[config.mk]
export PLATFORM = sky130hd
export DESIGN_NAME = ppt_dot
export DESIGN_NICKNAME = d
export VERILOG_FILES = /design/src/rtl/perspective_point_transform_macros.svh /design/src/rtl/ppt_pkg.sv /design/src/rtl/ppt_dot.sv
export SDC_FILE = /design/constraint.sdc
export NUM_CORES = 2
export LEC_CHECK = 0
export BUFFER_PORTS_ARGS = -buffer_cell sky130_fd_sc_hd__buf_4
export CORE_ASPECT_RATIO = 0.8
export CORE_UTILIZATION = 45
export DETAILED_ROUTE_END_ITERATION = 6
export HOLD_SLACK_MARGIN = 0.12
export SYNTH_ARGS = -nofsm -noshare
export SYNTH_HDL_FRONTEND = slang
export SYNTH_SLANG_ARGS = --single-unit
export TNS_END_PERCENT = 30
[constraint.sdc]
create_clock -name clock -period 8.7 [get_ports clock]
set_input_delay 1.74 -clock clock [delete_from_list [all_inputs] [get_ports clock]]
set_output_delay 1.74 -clock clock [all_outputs]
set_load 0.02 [all_outputs]
[src/rtl/perspective_point_transform_macros.svh]
// Assertion macros used by the top-level RTL of the perspective point transform.
`ifndef PERSPECTIVE_POINT_TRANSFORM_MACROS_SVH
`define PERSPECTIVE_POINT_TRANSFORM_MACROS_SVH

`ifndef SYNTHESIS
`define PPT_ASSERT_IMPLIES(label, clk, rst, ante, cons, msg) \
   label: assert property (@(posedge clk) disable iff (rst) (ante) |-> (cons)) \
      else $error(msg);
`define PPT_ASSERT_NEXT(label, clk, rst, ante, cons, msg) \
   label: assert property (@(posedge clk) disable iff (rst) (ante) |=> (cons)) \
      else $error(msg);
`else
`define PPT_ASSERT_IMPLIES(label, clk, rst, ante, cons, msg)
`define PPT_ASSERT_NEXT(label, clk, rst, ante, cons, msg)
`endif

`endif

[src/rtl/ppt_pkg.sv]
package ppt_pkg;

   localparam int COORD_WIDTH = 16;
   localparam int FRAC_BITS   = 8;
   localparam int COEF_WIDTH  = 16;
   localparam int NUM_COLS    = 4;
   localparam int NUM_ROWS    = 4;
   localparam int NUM_LANES   = 3;
   localparam int ROW_WIDTH   = COEF_WIDTH * NUM_COLS;

   localparam int PROD_WIDTH  = COEF_WIDTH + COORD_WIDTH;
   localparam int TRANS_WIDTH = COEF_WIDTH + FRAC_BITS;
   localparam int DOT_WIDTH   = PROD_WIDTH + 2;
   localparam int QBITS       = COORD_WIDTH;
   localparam int NUM_WIDTH   = DOT_WIDTH + FRAC_BITS;
   localparam int CMP_WIDTH   = DOT_WIDTH + QBITS;

   localparam int CSR_INDEX_WIDTH = 3;
   localparam logic [CSR_INDEX_WIDTH-1:0] REG_ROW_ZERO  = 3'd0;
   localparam logic [CSR_INDEX_WIDTH-1:0] REG_ROW_ONE   = 3'd1;
   localparam logic [CSR_INDEX_WIDTH-1:0] REG_ROW_TWO   = 3'd2;
   localparam logic [CSR_INDEX_WIDTH-1:0] REG_ROW_THREE = 3'd3;

   // identity matrix, 1.0 on the diagonal
   localparam logic [ROW_WIDTH-1:0] ROW_ZERO_RESET  = 64'h0000_0000_0000_0100;
   localparam logic [ROW_WIDTH-1:0] ROW_ONE_RESET   = 64'h0000_0000_0100_0000;
   localparam logic [ROW_WIDTH-1:0] ROW_TWO_RESET   = 64'h0000_0100_0000_0000;
   localparam logic [ROW_WIDTH-1:0] ROW_THREE_RESET = 64'h0100_0000_0000_0000;

   typedef struct packed {
      logic signed [COORD_WIDTH-1:0] in_x;
      logic signed [COORD_WIDTH-1:0] in_y;
      logic signed [COORD_WIDTH-1:0] in_z;
   } req_payload_type;

   typedef struct packed {
      logic signed [COORD_WIDTH-1:0] out_x;
      logic signed [COORD_WIDTH-1:0] out_y;
      logic signed [COORD_WIDTH-1:0] out_z;
      logic                          w_zero;
      logic                          saturated;
   } rsp_payload_type;

   typedef struct packed {
      logic [NUM_WIDTH-1:0] rem;
      logic [DOT_WIDTH-1:0] dvsr;
      logic [QBITS-1:0]     quo;
      logic                 neg;
      logic                 big;
   } div_stage_type;

   typedef struct packed {
      logic [QBITS-1:0] quo;
      logic             neg;
      logic             big;
   } lane_res_type;

endpackage

[src/rtl/ppt_dot.sv]
module ppt_dot (
   input  logic                                     clock,
   input  ppt_pkg::req_payload_type                 point,
   input  logic [ppt_pkg::ROW_WIDTH-1:0]            row,
   output logic signed [ppt_pkg::DOT_WIDTH-1:0]     sum
);
   import ppt_pkg::*;

   logic signed [COEF_WIDTH-1:0]  coef [NUM_COLS];
   logic signed [PROD_WIDTH-1:0]  prod_in [NUM_LANES];
   logic signed [PROD_WIDTH-1:0]  prod_ff [NUM_LANES];
   logic signed [TRANS_WIDTH-1:0] trans_in;
   logic signed [TRANS_WIDTH-1:0] trans_ff;
   logic signed [DOT_WIDTH-1:0]   sum_in;
   logic signed [DOT_WIDTH-1:0]   sum_ff;

   always_comb begin
      for (int c = 0; c < NUM_COLS; c++) begin
         coef[c] = $signed(row[c*COEF_WIDTH +: COEF_WIDTH]);
      end
      prod_in[0] = coef[0] * point.in_x;
      prod_in[1] = coef[1] * point.in_y;
      prod_in[2] = coef[2] * point.in_z;
      // scale translation up to the product scale
      trans_in   = $signed({coef[3], {FRAC_BITS{1'b0}}});
      sum_in     = DOT_WIDTH'(prod_ff[0]) + DOT_WIDTH'(prod_ff[1])
                 + DOT_WIDTH'(prod_ff[2]) + DOT_WIDTH'(trans_ff);
   end

   always_ff @(posedge clock) begin
      prod_ff  <= prod_in;
      trans_ff <= trans_in;
      sum_ff   <= sum_in;
   end

   assign sum = sum_ff;

endmodule

==> out/qor.yml <==
synth_area_leaders: "fa_1, ha_1, inv_1"
drive_gt1_share_pct: 5.18
synth_top_area_share_pct: 48.4
path_max_fanout: 16
dp_cells: 4684
fmax_mhz: 134
coreArea_um2: 76000
avgRoutedWirePerCell_um: 16.8
synthCells: 3623
period_minus_slack_ns: 7.47
status: "completed"
ys.flop_type: "dfxtp_1"
cts_sinks: 146
layout.cells.most_common_list: "inv_1, fa_1, and2_1, nand2_1, ha_1"
dpl.hpwl_um: 68200
ant_nets: 0
cts_setup_buffers: 0
fp-row-count: 90
post-route-period-util_pct: 85.9
drt-total-wl_um: 79100
cp.required_ns: 9.07
avgSynthCellArea_um2: 9.63
hold_viol: 0
gp_congestion: 0.878
fin_cells: 4716
vias: 23300
finClkSkew_ns: 0.0142
max_stage_delay_ns: 0.54
clockBufferDepth: 2
grt-ovfl-total: 0
drc: 0
post-synth-top-area-cell: "fa_1"
numCtsBuffers: 17
die_height_um: 251
slew_violations: 0
die_x_um: 313
criticalPathCategory: "input pin to flip-flop"
grt_pass1_vias: 25500
hp-class: "flip-flop to flip-flop"
final-seq-area_um2: 2920
io_pins: 147
multi_input_area_um2: 28300
grt_usage_pct: 21.6
critPathSlowestCell: "fa_1"
synth.net_count: 4864
hold_buffers: 0
cts_htree_levels: 4
tns_ns: 0
crit_path_start_kind: "input pin"
drt-initial-drc-count: 1267
drtPass1Iterations: 7
worstSetupEndpointType: "flip-flop"
layout_commonest_cell: "inv_1"
clk_latency_ns: 0.45
crit_top_cell: "fa_1"
cap_violations: 0
yosysWarnings: 0
synth_area_um2: 34900
initial_core_util_pct: 45.9
grt_setup_unrepaired: "false"
cts_resized: 0
final_area_um2: 37400
cts_tree: "done"
antenna_found_initial: 3
setup_viol: 0
fill_cells: 7122
clk_pin_slew_worst_paths_ns: 0.07
worst_pin_slew_ns: 0.753
nets: 4932
grt_pass1_wl_um: 135000
ys_types: 62
relSlewSlack_pct: 49.8
cp.arrival_ns: 7.84
die-area_um2: 78600
dpl_cell_area_um2: 36900
synth-seq-area-share_pct: 8.38
numPortBuffers: 146
crit_chain: "buf_4 > nand2_1 > fa_1 > inv_1 > fa_1 > inv_1 > fa_1 > inv_1 > fa_1 > fa_1 > inv_1 > fa_1 > inv_1 > ha_1 > a21oi_1 > o211ai_1 > a221oi_1 > o41ai_2 > buf_4 > and2_1 > o41ai_2 > o2111ai_1 > a21oi_1 > xnor2_1"
yosys_register_bits: 146
avgViaCountPerCell: 4.95
synth_edf_count: 0
areaGrowthSynthToFinish_pct: 7.36
grt_max_degree: 17
ys_async_sr_fraction_pct: 0
cts_root_buffer: "clkbuf_16"
metrics by stage:
step	worst slack (ns)	utilization, %	hold slack, ns
after detailed placement	0.825	48.5	0.588
after global routing	0.954	49.3	0.618
final	1.23	49.3	0.589
after global placement	0.924	48.5	0.583
after floorplan	1.27	-	0.549
after CTS	1.30	49.3	0.596
state kept, by name (all words and copies together) (netlist names):
signal / flops
sum: 34
prod_ff: 96
trans_ff: 16
metal layers:
layer | GRT usage [%] | vias to the layer above | share of wire (%) | routed length, um
li1 | - | 10800 | - | -
met4 | 3.19 | 2 | 1.1 | 852
met5 | 0 | - | 0.015 | 12
met1 | 32.7 | 11900 | 49 | 38500
met2 | 33.4 | 558 | 44 | 35200
met3 | 3.32 | 53 | 5.7 | 4510
path summary, 6_finish.rpt:
kind | start | end | slack, ns | cells past startpoint
setup reg to reg | prod_ff[66]$_DFF_P_ | sum[32]$_DFF_P_ | 4.59 | 13
hold / removal | prod_ff[32]$_DFF_P_ | sum[0]$_DFF_P_ | 0.59 | 3
hold reg to reg | prod_ff[32]$_DFF_P_ | sum[0]$_DFF_P_ | 0.59 | 3
setup / recovery | row[39] | prod_ff[31]$_DFF_P_ | 1.23 | 24
synthesized netlist by cell type, types with 3 or more instances:
library cell / number
inv_1: 881
fa_1: 844
and2_1: 382
nand2_1: 380
ha_1: 284
dfxtp_1: 146
xnor2_1: 110
clkbuf_1: 100
nor2_1: 90
a21oi_1: 88
a21o_1: 56
o21ai_0: 42
xor2_1: 27
nand2b_1: 19
nand3_1: 15
o21ai_1: 15
o21bai_1: 13
a211oi_1: 12
a31oi_1: 10
and3_1: 9
o21a_1: 9
o211ai_1: 7
nor2b_1: 6
nor3_1: 6
or3_1: 6
nand4_1: 5
a21boi_0: 4
a31o_1: 4
o22ai_1: 4
a211o_1: 3
a311o_1: 3
a31o_2: 3
nor3b_1: 3
or2_1: 3
critical path, delay by kind of cell:
kind,cells,cell delay (ns)
xor gates and xnor gates,1,0.14
AOI/OAI and AO/OA,7,1.72
and+or+nand+nor,2,0.30
buffers and inverters,7,0.62
adders and majority gates,7,3.32
cell families (layout without fill, tap and decap cells):
| logic type | count (synthesis) | in the layout | share of synthesized area, % |
|---|---|---|---|
| compound gates | 301 | 301 | 5.71 |
| flops | 146 | 146 | 8.38 |
| fa+ha+maj | 1128 | 1128 | 58.6 |
| simple gates | 930 | 930 | 13.3 |
| other cells | 0 | 1 | 0 |
| buf+inv | 981 | 1061 | 10.6 |
| xor+xnor | 137 | 137 | 3.44 |
area by class of cell:
type | instances | share of cell area (%)
Multi-Input combinational cell | 2496 | 75.5
Inverter | 881 | 8.83
Sequential cell | 146 | 7.80
Tap cell | 1012 | 3.38
Timing Repair Buffer | 149 | 2.99
Clock buffer | 18 | 1.15
Clock inverter | 13 | 0.341
Antenna cell | 1 | 0.00668
Power is not shown: default switching activity piles up to over one toggle a cycle in this logic, so the estimate is an artifact.
