`src/rtl/perspective_point_transform_macros.svh`:
```
// Assertion macros used by the top-level RTL of the perspective point transform.
`ifndef PERSPECTIVE_POINT_TRANSFORM_MACROS_SVH
`define PERSPECTIVE_POINT_TRANSFORM_MACROS_SVH

`ifndef SYNTHESIS
`define PPT_ASSERT_IMPLIES(label, clk, rst, ante, cons, msg) \
   label: assert property (@(posedge clk) disable iff (rst) (ante) |-> (cons)) \
      else $error(msg);
`define PPT_ASSERT_NEXT(label, clk, rst, ante, cons, msg) \
   label: assert property (@(posedge clk) disable iff (rst) (ante) |=> (cons)) \
      else $error(msg);
`else
`define PPT_ASSERT_IMPLIES(label, clk, rst, ante, cons, msg)
`define PPT_ASSERT_NEXT(label, clk, rst, ante, cons, msg)
`endif

`endif

```
`src/rtl/ppt_pkg.sv`:
```
package ppt_pkg;

   localparam int COORD_WIDTH = 16;
   localparam int FRAC_BITS   = 8;
   localparam int COEF_WIDTH  = 16;
   localparam int NUM_COLS    = 4;
   localparam int NUM_ROWS    = 4;
   localparam int NUM_LANES   = 3;
   localparam int ROW_WIDTH   = COEF_WIDTH * NUM_COLS;

   localparam int PROD_WIDTH  = COEF_WIDTH + COORD_WIDTH;
   localparam int TRANS_WIDTH = COEF_WIDTH + FRAC_BITS;
   localparam int DOT_WIDTH   = PROD_WIDTH + 2;
   localparam int QBITS       = COORD_WIDTH;
   localparam int NUM_WIDTH   = DOT_WIDTH + FRAC_BITS;
   localparam int CMP_WIDTH   = DOT_WIDTH + QBITS;

   localparam int CSR_INDEX_WIDTH = 3;
   localparam logic [CSR_INDEX_WIDTH-1:0] REG_ROW_ZERO  = 3'd0;
   localparam logic [CSR_INDEX_WIDTH-1:0] REG_ROW_ONE   = 3'd1;
   localparam logic [CSR_INDEX_WIDTH-1:0] REG_ROW_TWO   = 3'd2;
   localparam logic [CSR_INDEX_WIDTH-1:0] REG_ROW_THREE = 3'd3;

   // identity matrix, 1.0 on the diagonal
   localparam logic [ROW_WIDTH-1:0] ROW_ZERO_RESET  = 64'h0000_0000_0000_0100;
   localparam logic [ROW_WIDTH-1:0] ROW_ONE_RESET   = 64'h0000_0000_0100_0000;
   localparam logic [ROW_WIDTH-1:0] ROW_TWO_RESET   = 64'h0000_0100_0000_0000;
   localparam logic [ROW_WIDTH-1:0] ROW_THREE_RESET = 64'h0100_0000_0000_0000;

   typedef struct packed {
      logic signed [COORD_WIDTH-1:0] in_x;
      logic signed [COORD_WIDTH-1:0] in_y;
      logic signed [COORD_WIDTH-1:0] in_z;
   } req_payload_type;

   typedef struct packed {
      logic signed [COORD_WIDTH-1:0] out_x;
      logic signed [COORD_WIDTH-1:0] out_y;
      logic signed [COORD_WIDTH-1:0] out_z;
      logic                          w_zero;
      logic                          saturated;
   } rsp_payload_type;

   typedef struct packed {
      logic [NUM_WIDTH-1:0] rem;
      logic [DOT_WIDTH-1:0] dvsr;
      logic [QBITS-1:0]     quo;
      logic                 neg;
      logic                 big;
   } div_stage_type;

   typedef struct packed {
      logic [QBITS-1:0] quo;
      logic             neg;
      logic             big;
   } lane_res_type;

endpackage

```
`src/rtl/ppt_merge.sv`:
```
module ppt_merge (
   input  logic                     clock,
   input  logic                     reset,
   input  logic                     valid,
   input  logic                     w_zero,
   input  ppt_pkg::lane_res_type    lane [ppt_pkg::NUM_LANES],
   output logic                     rsp_strobe,
   output ppt_pkg::rsp_payload_type rsp_data
);
   import ppt_pkg::*;

   localparam logic [QBITS-1:0] LIM_POS = {1'b0, {(QBITS-1){1'b1}}};
   localparam logic [QBITS-1:0] LIM_NEG = {1'b1, {(QBITS-1){1'b0}}};

   logic [COORD_WIDTH-1:0] coord [NUM_LANES];
   logic [NUM_LANES-1:0]   lane_sat;
   rsp_payload_type        rsp_data_in;
   rsp_payload_type        rsp_data_ff;
   logic                   rsp_strobe_ff;

   always_comb begin
      logic [QBITS-1:0] lim;
      logic [QBITS-1:0] t;
      for (int l = 0; l < NUM_LANES; l++) begin
         lim         = lane[l].neg ? LIM_NEG : LIM_POS;
         lane_sat[l] = lane[l].big || (lane[l].quo > lim);
         t           = lane_sat[l] ? lim : lane[l].quo;
         coord[l]    = lane[l].neg ? COORD_WIDTH'(-t) : COORD_WIDTH'(t);
      end
      if (w_zero) begin
         rsp_data_in.out_x     = '0;
         rsp_data_in.out_y     = '0;
         rsp_data_in.out_z     = '0;
         rsp_data_in.saturated = 1'b0;
      end else begin
         rsp_data_in.out_x     = $signed(coord[0]);
         rsp_data_in.out_y     = $signed(coord[1]);
         rsp_data_in.out_z     = $signed(coord[2]);
         rsp_data_in.saturated = |lane_sat;
      end
      rsp_data_in.w_zero = w_zero;
   end

   always_ff @(posedge clock) begin
      if (reset) begin
         rsp_strobe_ff <= 1'b0;
      end else begin
         rsp_strobe_ff <= valid;
      end
      rsp_data_ff <= rsp_data_in;
   end

   assign rsp_strobe = rsp_strobe_ff;
   assign rsp_data   = rsp_data_ff;

endmodule
```
`config.mk`:
```
export PLATFORM = sky130hd
export DESIGN_NAME = ppt_merge
export DESIGN_NICKNAME = d
export VERILOG_FILES = /design/src/rtl/perspective_point_transform_macros.svh /design/src/rtl/ppt_pkg.sv /design/src/rtl/ppt_merge.sv
export SDC_FILE = /design/constraint.sdc
export NUM_CORES = 1
export LEC_CHECK = 0
export ABC_AREA = 1
export BUFFER_PORTS_ARGS = -buffer_cell sky130_fd_sc_hd__buf_2
export CORE_MARGIN = 3
export CORE_UTILIZATION = 54
export CTS_CLUSTER_DIAMETER = 100
export DETAILED_ROUTE_END_ITERATION = 7
export GPL_ROUTABILITY_DRIVEN = 0
export GPL_TIMING_DRIVEN = 0
export PLACE_DENSITY_LB_ADDON = 0.1
export SLEW_MARGIN = 20
export SYNTH_ARGS = -nofsm -noshare
export SYNTH_HDL_FRONTEND = slang
export SYNTH_SLANG_ARGS = --single-unit
```
`constraint.sdc`:
```
create_clock -name clock -period 3.3 [get_ports clock]
set_input_delay 0.165 -clock clock [delete_from_list [all_inputs] [get_ports clock]]
set_output_delay 0.165 -clock clock [all_outputs]
set_load 0.05 [all_outputs]
```
==> metrics.md <==
| Metric | Value |
|---|---|
| Status | `complete, no violations` |
| Die area | `about 9000 sq um` |
| DRT iter0 DRCs | `roughly 300` |
| Top cell by count, worst path | `nand2_2` |
| ANT nets after route | `0` |
| Layout cell share with drive strength beyond 1 | `23.8%` |
| Pwr Total | `2.05 mW` |
| Main flop type after synthesis | `dfxtp_1` |
| Startpoint types | `primary input` |
| Residual DRC count | `0` |
| Synthesized netlist cell count | `635` |
| Die width | `95.1 um` |
| Layout Cells excl Fill | `850` |
| First-pass GRT wire length | `18.8 mm` |
| Yosys top cell by area | `dfxtp_1` |
| Synth warn | `0` |
| IO Port Bufs | `108` |
| CP Capture Type | `register` |
| Seq/Total Area, Yosys | `23.8%` |
| Vias | `4627` |
| Library cells used by synthesis | `38` |
| Post-synth ARST share | `0%` |
| Core area | `roughly 7500 sq um` |
| # rows | `31` |
| GRT Total Usage | `25.5%` |
| Net Count, Synth | `744` |
| Deepest clock path buffer count | `2` |
| Max-cap violation count | `0` |
| Routed length per instance | `13.4 um` |
| Critical Setup Path Class | `primary input to register` |
| Place WS | `-0.291 ns` |
| Total gr overflow | `0` |
| Area contributors post-synth | `dfxtp_1, ha_1, nand2_1` |
| Initial core utilization | `57.2%` |
| Crit-path max FO | `21` |
| TritonCTS Sinks | `between 50 and 60` |
| Fill count | `679` |
| N_diodes | `0` |
| Top cell type's share of synthesized area | `23.8%` |
| Worst-Margin Slew | `0.511 ns` |
| Slew Limit Headroom | `65.9%` |
| PnR worst setup slack | `0.380 ns` |
| Setup tns final | `0 ns` |
| Slowest stage cell, crit path | `ha_1` |
| CTS tree | `yes` |
| CTS root buf | `clkbuf_8` |
| RSZ-0062 raised after global routing | `no` |
| EDFF count, synth | `0` |
| Power Density | `a little over 400 nW/um^2` |
| Pre-antenna DRT Iters | `5` |
| Final nets | `between 800 and 900` |
| Crit-path cells | `clkbuf_4 -> inv_2 -> ha_1 -> nand4_1 -> nor2_1 -> nand4_1 -> nand2_2 -> nand2_4 -> nand2_2 -> buf_6 -> buf_2 -> nand2_1 -> inv_1 -> ha_1 -> nand3_1 -> o21ai_2 -> nand2_2 -> nand3_1 -> nand2_1 -> nor2_1` |
| Slowest stage delay, CP | `about 0.35 ns` |
| Vias per Instance | `5.44` |
| Worst-case vdd ir drop | `0.328 mV` |
| Crit path arrival time | `3.16 ns` |
| HPWL Detailed | `9.03 mm` |
| Pins over their slew limit | `0` |
| Fin crit share | `88.5%` |
| Worst Path Required | `3.54 ns` |
| Die Ht | `95.1 um` |
| Number of H-tree levels | `2` |
| Initial antenna violation count | `0` |
| Placed cells | `842` |
| Final hold vios | `0` |
| Ports | `between 100 and 150` |
| Clock slew seen by the registers of the worst setup and hold paths | `0.09 ns` |
| Post-layout min period | `approximately 2.9 ns` |
| Clock buffer count from CTS | `5` |
| Hold WC Path Type | `primary input to register` |
| FF+latch count, synth | `51` |
| Leak | `2.80 nW` |
| Synthesized cell area | `4280 sq um` |
| Routed wire length | `11.4 mm` |
| Syn-to-layout area delta | `18.6%` |
| Syn Area/Cell | `6.75 sq um` |
| Largest net degree at the start of global routing | `22` |
| Setup-failing EPs final | `0` |
| Vias in the first global route | `4130` |
| Achievable Freq | `~0.34 GHz` |
[final cells by class]
class	count	area (sq um)	share of cell area (%)
inverter	62	239	4.70
tap	99	124	2.44
timing repair buffer	110	566	11.1
clock buffer	5	68.8	1.35
buffer	19	151	2.98
clock inverter	2	37.5	0.739
multi-input combinational	502	2870	56.6
sequential	51	1020	20.1
[routing by layer]
metal	vias to the layer above	part of all wire (%)	global-route usage (%)
li1	2366	-	-
met1	2052	45	34.2
met2	190	47	42.7
met3	19	7.1	3.16
met4	0	1.4	7.21
met5	-	0	0
[flip-flops by register name, indices dropped and copies added (netlist names)]
signal and flops:
rsp_data 50, rsp_strobe 1
[layout by cell type, fill, tap and decap left out, types with 2 or more instances in the layout]
master,count
nand2_2,14
dfxtp_1,51
inv_1,54
clkbuf_1,5
buf_2,109
nand3_2,5
clkbuf_8,6
a21oi_1,44
nand2_4,7
o211ai_1,8
nor3_1,4
clkinv_1,2
o21bai_1,2
nor2_2,10
inv_2,4
nand4_1,12
nand3b_1,5
nand2_1,137
a311oi_1,3
o211a_1,4
o21ai_1,6
o21a_1,2
nand3_1,76
buf_6,5
clkbuf_4,3
ha_1,51
clkinvlp_4,2
buf_4,4
nor2_1,71
o21ai_2,3
a31oi_1,6
o21ai_0,26
[critical path: cells and delay by family]
kind                       cells  cell delay [ns]
and+or+nand+nor               12             1.34
buffers and inverters          5             0.89
AOI/OAI and AO/OA              1             0.24
adders and majority gates      2             0.52
[where the power goes]
part / switching, mW / internal (mW)
Clock: 0.215 / 0.222
Combinational: 0.642 / 0.274
Sequential: 0.0155 / 0.678
[synth_stat cells, types with 3 or more instances]
cell type    n
a21oi_1     44
a311oi_1     3
a31oi_1      6
buf_2        4
buf_4        3
buf_6        5
clkbuf_1     6
clkinv_1     3
dfxtp_1     51
ha_1        51
inv_1       54
inv_2        4
nand2_1    137
nand2_2     14
nand2_4      7
nand3_1     76
nand3_2      5
nand3b_1     5
nand4_1     12
nor2_1      71
nor2_2      10
nor3_1       4
o211a_1      4
o211ai_1     8
o21ai_0     26
o21ai_1      6
o21ai_2      3
[worst paths after layout]
path,from,end,slack [ns],cells after the start
worst max-delay path,lane[1],rsp_data[12]$_SDFF_PP0_,0.38,20
worst min-delay path,valid,rsp_strobe$_SDFF_PP0_,0.06,3
[cells by family (layout without fill, tap and decap cells)]
group,after synthesis,in the layout,share of synthesized area (%)
AO/OA/AOI/OAI,106,106,14.4
adder cells (fa/ha/maj),51,51,14.9
buffers and inverters,82,198,9.11
flip-flops,51,51,23.8
AND/OR/NAND/NOR,345,345,37.8
[through the flow]
| stage | hold slack [ns] | cell area (sq um) | util (%) |
|---|---|---|---|
| global route | 0.0620 | 5080 | 67.9 |
| global placement | 0.320 | 4950 | 66.1 |
| detailed placement | 0.324 | 4950 | 66.1 |
| CTS | 0.0529 | 5060 | 67.7 |
| floorplan | 0.193 | 4280 | - |
| finish | 0.0604 | 5080 | 67.9 |
[timing repair]
item	in CTS	in global routing
setup buffers	0	1
hold endpoints to repair	1	0
setup endpoints to repair	0	14
resized for setup	0	4
hold buffers	1	0
Power figures use the tool's default switching activity.
