## src/rtl/perspective_point_transform_macros.svh

```systemverilog
// Assertion macros used by the top-level RTL of the perspective point transform.
`ifndef PERSPECTIVE_POINT_TRANSFORM_MACROS_SVH
`define PERSPECTIVE_POINT_TRANSFORM_MACROS_SVH

`ifndef SYNTHESIS
`define PPT_ASSERT_IMPLIES(label, clk, rst, ante, cons, msg) \
   label: assert property (@(posedge clk) disable iff (rst) (ante) |-> (cons)) \
      else $error(msg);
`define PPT_ASSERT_NEXT(label, clk, rst, ante, cons, msg) \
   label: assert property (@(posedge clk) disable iff (rst) (ante) |=> (cons)) \
      else $error(msg);
`else
`define PPT_ASSERT_IMPLIES(label, clk, rst, ante, cons, msg)
`define PPT_ASSERT_NEXT(label, clk, rst, ante, cons, msg)
`endif

`endif

```

## src/rtl/ppt_pkg.sv

```systemverilog
package ppt_pkg;

   localparam int COORD_WIDTH = 16;
   localparam int FRAC_BITS   = 8;
   localparam int COEF_WIDTH  = 16;
   localparam int NUM_COLS    = 4;
   localparam int NUM_ROWS    = 4;
   localparam int NUM_LANES   = 3;
   localparam int ROW_WIDTH   = COEF_WIDTH * NUM_COLS;

   localparam int PROD_WIDTH  = COEF_WIDTH + COORD_WIDTH;
   localparam int TRANS_WIDTH = COEF_WIDTH + FRAC_BITS;
   localparam int DOT_WIDTH   = PROD_WIDTH + 2;
   localparam int QBITS       = COORD_WIDTH;
   localparam int NUM_WIDTH   = DOT_WIDTH + FRAC_BITS;
   localparam int CMP_WIDTH   = DOT_WIDTH + QBITS;

   localparam int CSR_INDEX_WIDTH = 3;
   localparam logic [CSR_INDEX_WIDTH-1:0] REG_ROW_ZERO  = 3'd0;
   localparam logic [CSR_INDEX_WIDTH-1:0] REG_ROW_ONE   = 3'd1;
   localparam logic [CSR_INDEX_WIDTH-1:0] REG_ROW_TWO   = 3'd2;
   localparam logic [CSR_INDEX_WIDTH-1:0] REG_ROW_THREE = 3'd3;

   // identity matrix, 1.0 on the diagonal
   localparam logic [ROW_WIDTH-1:0] ROW_ZERO_RESET  = 64'h0000_0000_0000_0100;
   localparam logic [ROW_WIDTH-1:0] ROW_ONE_RESET   = 64'h0000_0000_0100_0000;
   localparam logic [ROW_WIDTH-1:0] ROW_TWO_RESET   = 64'h0000_0100_0000_0000;
   localparam logic [ROW_WIDTH-1:0] ROW_THREE_RESET = 64'h0100_0000_0000_0000;

   typedef struct packed {
      logic signed [COORD_WIDTH-1:0] in_x;
      logic signed [COORD_WIDTH-1:0] in_y;
      logic signed [COORD_WIDTH-1:0] in_z;
   } req_payload_type;

   typedef struct packed {
      logic signed [COORD_WIDTH-1:0] out_x;
      logic signed [COORD_WIDTH-1:0] out_y;
      logic signed [COORD_WIDTH-1:0] out_z;
      logic                          w_zero;
      logic                          saturated;
   } rsp_payload_type;

   typedef struct packed {
      logic [NUM_WIDTH-1:0] rem;
      logic [DOT_WIDTH-1:0] dvsr;
      logic [QBITS-1:0]     quo;
      logic                 neg;
      logic                 big;
   } div_stage_type;

   typedef struct packed {
      logic [QBITS-1:0] quo;
      logic             neg;
      logic             big;
   } lane_res_type;

endpackage

```

## src/rtl/ppt_div.sv

```systemverilog
module ppt_div (
   input  logic                                 clock,
   input  logic signed [ppt_pkg::DOT_WIDTH-1:0] num,
   input  logic signed [ppt_pkg::DOT_WIDTH-1:0] den,
   output ppt_pkg::lane_res_type                res
);
   import ppt_pkg::*;

   div_stage_type stg_in [QBITS+1];
   div_stage_type stg_ff [QBITS+1];

   // one restoring step: try the divisor at bit position idx
   function automatic div_stage_type div_step(div_stage_type s, int unsigned idx);
      logic [CMP_WIDTH-1:0] trial;
      logic [CMP_WIDTH-1:0] rem_w;
      div_stage_type        r;
      r     = s;
      trial = CMP_WIDTH'(s.dvsr) << idx;
      rem_w = CMP_WIDTH'(s.rem);
      if (rem_w >= trial) begin
         r.rem = NUM_WIDTH'(rem_w - trial);
         r.quo = s.quo | (QBITS'(1) << idx);
      end
      return r;
   endfunction

   always_comb begin
      logic [DOT_WIDTH-1:0] n_mag;
      logic [DOT_WIDTH-1:0] d_mag;
      n_mag = num[DOT_WIDTH-1] ? DOT_WIDTH'(-num) : DOT_WIDTH'(num);
      d_mag = den[DOT_WIDTH-1] ? DOT_WIDTH'(-den) : DOT_WIDTH'(den);
      stg_in[0].rem  = {n_mag, {FRAC_BITS{1'b0}}};
      stg_in[0].dvsr = d_mag;
      stg_in[0].quo  = '0;
      stg_in[0].neg  = num[DOT_WIDTH-1] ^ den[DOT_WIDTH-1];
      // quotient that needs more than QBITS bits clamps, unless w is zero
      stg_in[0].big  = CMP_WIDTH'({n_mag, {FRAC_BITS{1'b0}}})
                       >= {d_mag, {QBITS{1'b0}}};
      for (int s = 0; s < QBITS; s++) begin
         stg_in[s+1] = div_step(stg_ff[s], QBITS - 1 - s);
      end
   end

   always_ff @(posedge clock) begin
      stg_ff <= stg_in;
   end

   assign res.quo = stg_ff[QBITS].quo;
   assign res.neg = stg_ff[QBITS].neg;
   assign res.big = stg_ff[QBITS].big;

endmodule

```

## config.mk

```make
export PLATFORM = sky130hd
export DESIGN_NAME = ppt_div
export DESIGN_NICKNAME = d
export VERILOG_FILES = /design/src/rtl/perspective_point_transform_macros.svh /design/src/rtl/ppt_pkg.sv /design/src/rtl/ppt_div.sv
export SDC_FILE = /design/constraint.sdc
export NUM_CORES = 2
export LEC_CHECK = 0
export ABC_AREA = 0
export BUFFER_PORTS_ARGS = -buffer_cell sky130_fd_sc_hd__buf_2
export CAP_MARGIN = 20
export CORE_MARGIN = 1.5
export CORE_UTILIZATION = 59
export CTS_BUF_LIST = sky130_fd_sc_hd__clkbuf_4
export DETAILED_ROUTE_END_ITERATION = 6
export PLACE_DENSITY_LB_ADDON = 0.08
export SYNTH_ARGS = -nofsm -noshare
export SYNTH_HDL_FRONTEND = slang
export SYNTH_SLANG_ARGS = --single-unit
```

## constraint.sdc

```tcl
create_clock -name clock -period 4.4 [get_ports clock]
set_input_delay 1.1 -clock clock [delete_from_list [all_inputs] [get_ports clock]]
set_output_delay 1.1 -clock clock [all_outputs]
set_load 0.03 [all_outputs]
```

==> out/summary.txt <==
RUN STATUS
----------------------------------------------------------------------------------------------------
Run status                                                                              finished, violations left
Failing checks                                                                                   DRC

ROUTE
----------------------------------------------------------------------------------------------------
Residual DRC                                                                                       1
Number of iterations in the first detailed-routing pass                                            7
Post-DR wirelength/cell                                                                      15.9 um
Met3 routed wirelength                                                                       4220 um
Routed wire length on met2                                                                 74,600 um
Via count                                                                                     45,800
Routed length on met1                                                                      47,300 um
Top layer used by detailed routing                                                              met4
DRC marker count from the first detailed-route iteration                                       1,843
Post-DR vias/cell                                                                               5.38
Detailed-route wire length                                                                135,000 um
Post-DRT Antenna Nets                                                                              0

STA
----------------------------------------------------------------------------------------------------
Final worst path period share                                                                  0.943
Final TNS setup                                                                                 0 ps
Period minus WS final                                                                        4150 ps
Fin. max-slew vios                                                                                 0
Worst Max-Slew Pin Slew                                                                       964 ps
Maximum achievable frequency                                                               0.241 GHz
RSZ-0062 raised after global routing                                                           false
Worst hold slack                                                                              145 ps
Worst rel slew slack                                                                           0.354
Count of final hold-check violations                                                               0
Finish-stage setup viols                                                                           0
Final setup skew                                                                             96.9 ps

CLOCKING
----------------------------------------------------------------------------------------------------
Clock root buffer                                                                           clkbuf_4
H-Tree Depth                                                                                       5
Clock-pin slew reported for the worst setup and hold paths after clock tree synthesis          70 ps
Clock sink count                                                                               1,286
TritonCTS clock tree                                                                           built
CTS Hold Buffers Added                                                                             1
Buffer depth of the longest clock path                                                             4
Resized Gates After CTS                                                                            0
Clk Latency, worst-skew pair                                                                 1190 ps
Post-CTS Setup Inserts                                                                             0
Number of buffers inserted during clock tree synthesis                                           341

PLACEMENT
----------------------------------------------------------------------------------------------------
Cells after DPL                                                                                7,936
Number of input and output port buffers inserted                                                  86
Hpwl dp                                                                                   107,000 um
Placer Congestion                                                                              0.965

YOSYS
----------------------------------------------------------------------------------------------------
Synth area leader                                                                            dfxtp_1
Warning count from the yosys run                                                                   0
Cell count after synthesis                                                                     6,488
Share of flip-flops with an asynchronous set or reset                                              0
Register bit total from synthesis                                                              1,286
Post-synth top area share                                                                      0.429
Unique masters post-synth                                                                         86
Cell area after technology mapping                                                        60,000 um2
Count of flip-flops with a built-in enable after synthesis                                         0
Synth top area cells                                                                    dfxtp_1 43%, ha_1 11%, xnor2_1 4.4%, inv_1 4.3%, a21oi_1 3.9%
Syn_area_per_cell                                                                           9.25 um2
Predominant post-synthesis flop cell                                                         dfxtp_1
Register area share after synthesis                                                            0.429
Total nets after synthesis                                                                     7,116

POWER
----------------------------------------------------------------------------------------------------
Static Leak                                                                                  31.7 nW
Maximum ir drop on the vdd rail                                                           0.000397 V
Total power draw                                                                             47.4 mW
Ratio of total power to cell area                                                         709 nW/um2

CRITICAL PATH
----------------------------------------------------------------------------------------------------
Largest stage delay on the critical path                                                      630 ps
Critical path endpoint category                                                                 flop
Req. time, crit path                                                                         5460 ps
Crit path max fanout                                                                              35
Crit path DAT                                                                                5210 ps
Kind of start point of the critical path                                                        flop
Cells along the critical path                                                           inv_1 > fa_1 > nor2b_1 > o21a_1 > o21ai_0 > a211oi_1 > o311ai_1 > buf_4 > a31oi_1 > a21oi_1 > a2111oi_2 > nor2_4 > buf_4 > buf_4 > nand2_1 > o21ai_0
Worst Path Buf+Inv                                                                                 4
Start point of the critical path                                                         stg_ff[527]
Master of the slowest instance on the critical path                                        a2111oi_2
Most common cell on crit path                                                                  buf_4
RR Startpoint                                                                            stg_ff[527]
Cell family with most CP delay                                                          compound AO/OA/AOI/OAI gates
WS Path Type                                                                                 reg2reg

FLOW RUN
----------------------------------------------------------------------------------------------------
Reported max-cap violation count                                                                   0

GRT
----------------------------------------------------------------------------------------------------
Overall global routing resource usage                                                          0.261
Total grt overflow                                                                                 0
First-pass GRT wire length                                                                218,000 um
Maximum number of pins on one net before global-route repair                                      65
Vias in the first global route                                                                47,000
Initial antenna violation count                                                                    2

CELLS AND AREA
----------------------------------------------------------------------------------------------------
Syn-to-layout area delta                                                                       11.4%
Final instance count without filler cells                                                      8,508
Fill cell count                                                                                8,428
Share of post-route cells with drive strength above 1                                          0.134
Net count, final                                                                               7,551

WORST HOLD PATH
----------------------------------------------------------------------------------------------------
Hold Path Class                                                                               in2reg
Hold path startpoint                                                                         den[27]

FLOORPLAN
----------------------------------------------------------------------------------------------------
Die outline height                                                                            322 um
Effective utilization at floorplan                                                             0.598
Die footprint                                                                            104,000 um2
Io pins                                                                                           87
# rows                                                                                           116
Total core area                                                                          100,000 um2
Die span in x                                                                                 322 um

per-stage QoR:
step                      utilization  setup WS, ps  cell area, um2
after global placement          0.625          -475           62800
after detailed placement        0.625          -547           62800
after global routing            0.666          13.4           66800
after floorplan                     -          76.6           60000
after CTS                       0.666           297           66800
final                           0.666           251           66900
Yosys cell counts, types with 73 or more instances:
cell type,instances
a21o_1,286
dfxtp_1,1286
ha_1,544
xor2_1,189
nand4_1,76
nand2_1,510
mux2_2,153
o21ai_0,466
nor2_1,279
nand3_1,103
clkbuf_1,93
nor3_1,73
xnor2_1,303
nor2b_1,81
inv_1,685
a21oi_1,470
nand2b_1,76
final timing paths:
path / endpoint / slack, ps / depth (start not counted)
min: stg_ff[1549] / 150 / 2
max: stg_ff[455] / 250 / 16
max reg2reg: stg_ff[455] / 250 / 16
min reg2reg: stg_ff[965] / 300 / 0
report_power, final:
group / leakage, nW / switching [mW] / internal, mW / total, mW
Sequential: 10.8 / 1.50 / 14.6 / 16.1
Combinational: 18.5 / 12.1 / 9.55 / 21.6
Clock: 2.41 / 4.51 / 5.15 / 9.67
kinds of logic (layout without fill, tap and decap cells):
family,Yosys count,in the layout,share of synthesized area
buffers and inverters,843,1502,0.0552
AO/OA/AOI/OAI,1686,1686,0.175
other,0,4,0
multiplexers,189,189,0.0352
XOR/XNOR,492,492,0.0718
flip-flops,1286,1286,0.429
adder cells (fa/ha/maj),559,559,0.118
AND/OR/NAND/NOR,1433,1433,0.116
state kept, by name, summed over array words and instances (netlist names):
| register | count |
|---|---|
| res | 18 |
| stg_ff | 1268 |
layer usage:
metal / up-vias / global-route usage
met2: 970 / 0.532
met5: - / 0
met4: 0 / 0.187
met3: 441 / 0.0433
met1: 20900 / 0.222
li1: 23500 / -
placed cells by master, fill, tap and decap left out, drive strengths merged, types with 12 or more instances in the layout:
cell     Yosys  routed
dfxtp     1286    1286
inv        686     691
ha         544     544
nand2      510     510
o21ai      482     482
a21oi      474     474
clkbuf      93     464
xnor2      303     303
a21o       286     286
nor2       280     280
buf         64     248
xor2       189     189
mux2       178     178
nand3      103     103
clkinv       0      90
nor2b       81      81
nand2b      76      76
nand4       76      76
nor3        73      73
o21a        66      66
o21bai      50      50
o31ai       49      49
a31oi       48      48
and3        42      42
nor4        37      37
a211oi      35      35
or3         31      31
o211ai      30      30
a21boi      23      23
or2         21      21
and2        19      19
or4         17      17
nor3b       17      17
nand3b      16      16
and4        15      15
fa          15      15
a2111oi     15      15
a211o       12      12
cell type report:
| type | count | area [um2] | area share |
|---|---|---|---|
| Timing Repair Buffer | 249 | 1760 | 0.0263 |
| Tap cell | 1357 | 1700 | 0.0254 |
| Sequential cell | 1286 | 25700 | 0.385 |
| Antenna cell | 4 | 10.0 | 0.000150 |
| Clock inverter | 103 | 562 | 0.00840 |
| Clock buffer | 464 | 3480 | 0.0521 |
| Inverter | 686 | 2570 | 0.0385 |
| Multi-Input combinational cell | 4359 | 31000 | 0.464 |
(Power assumes the default switching activity.)
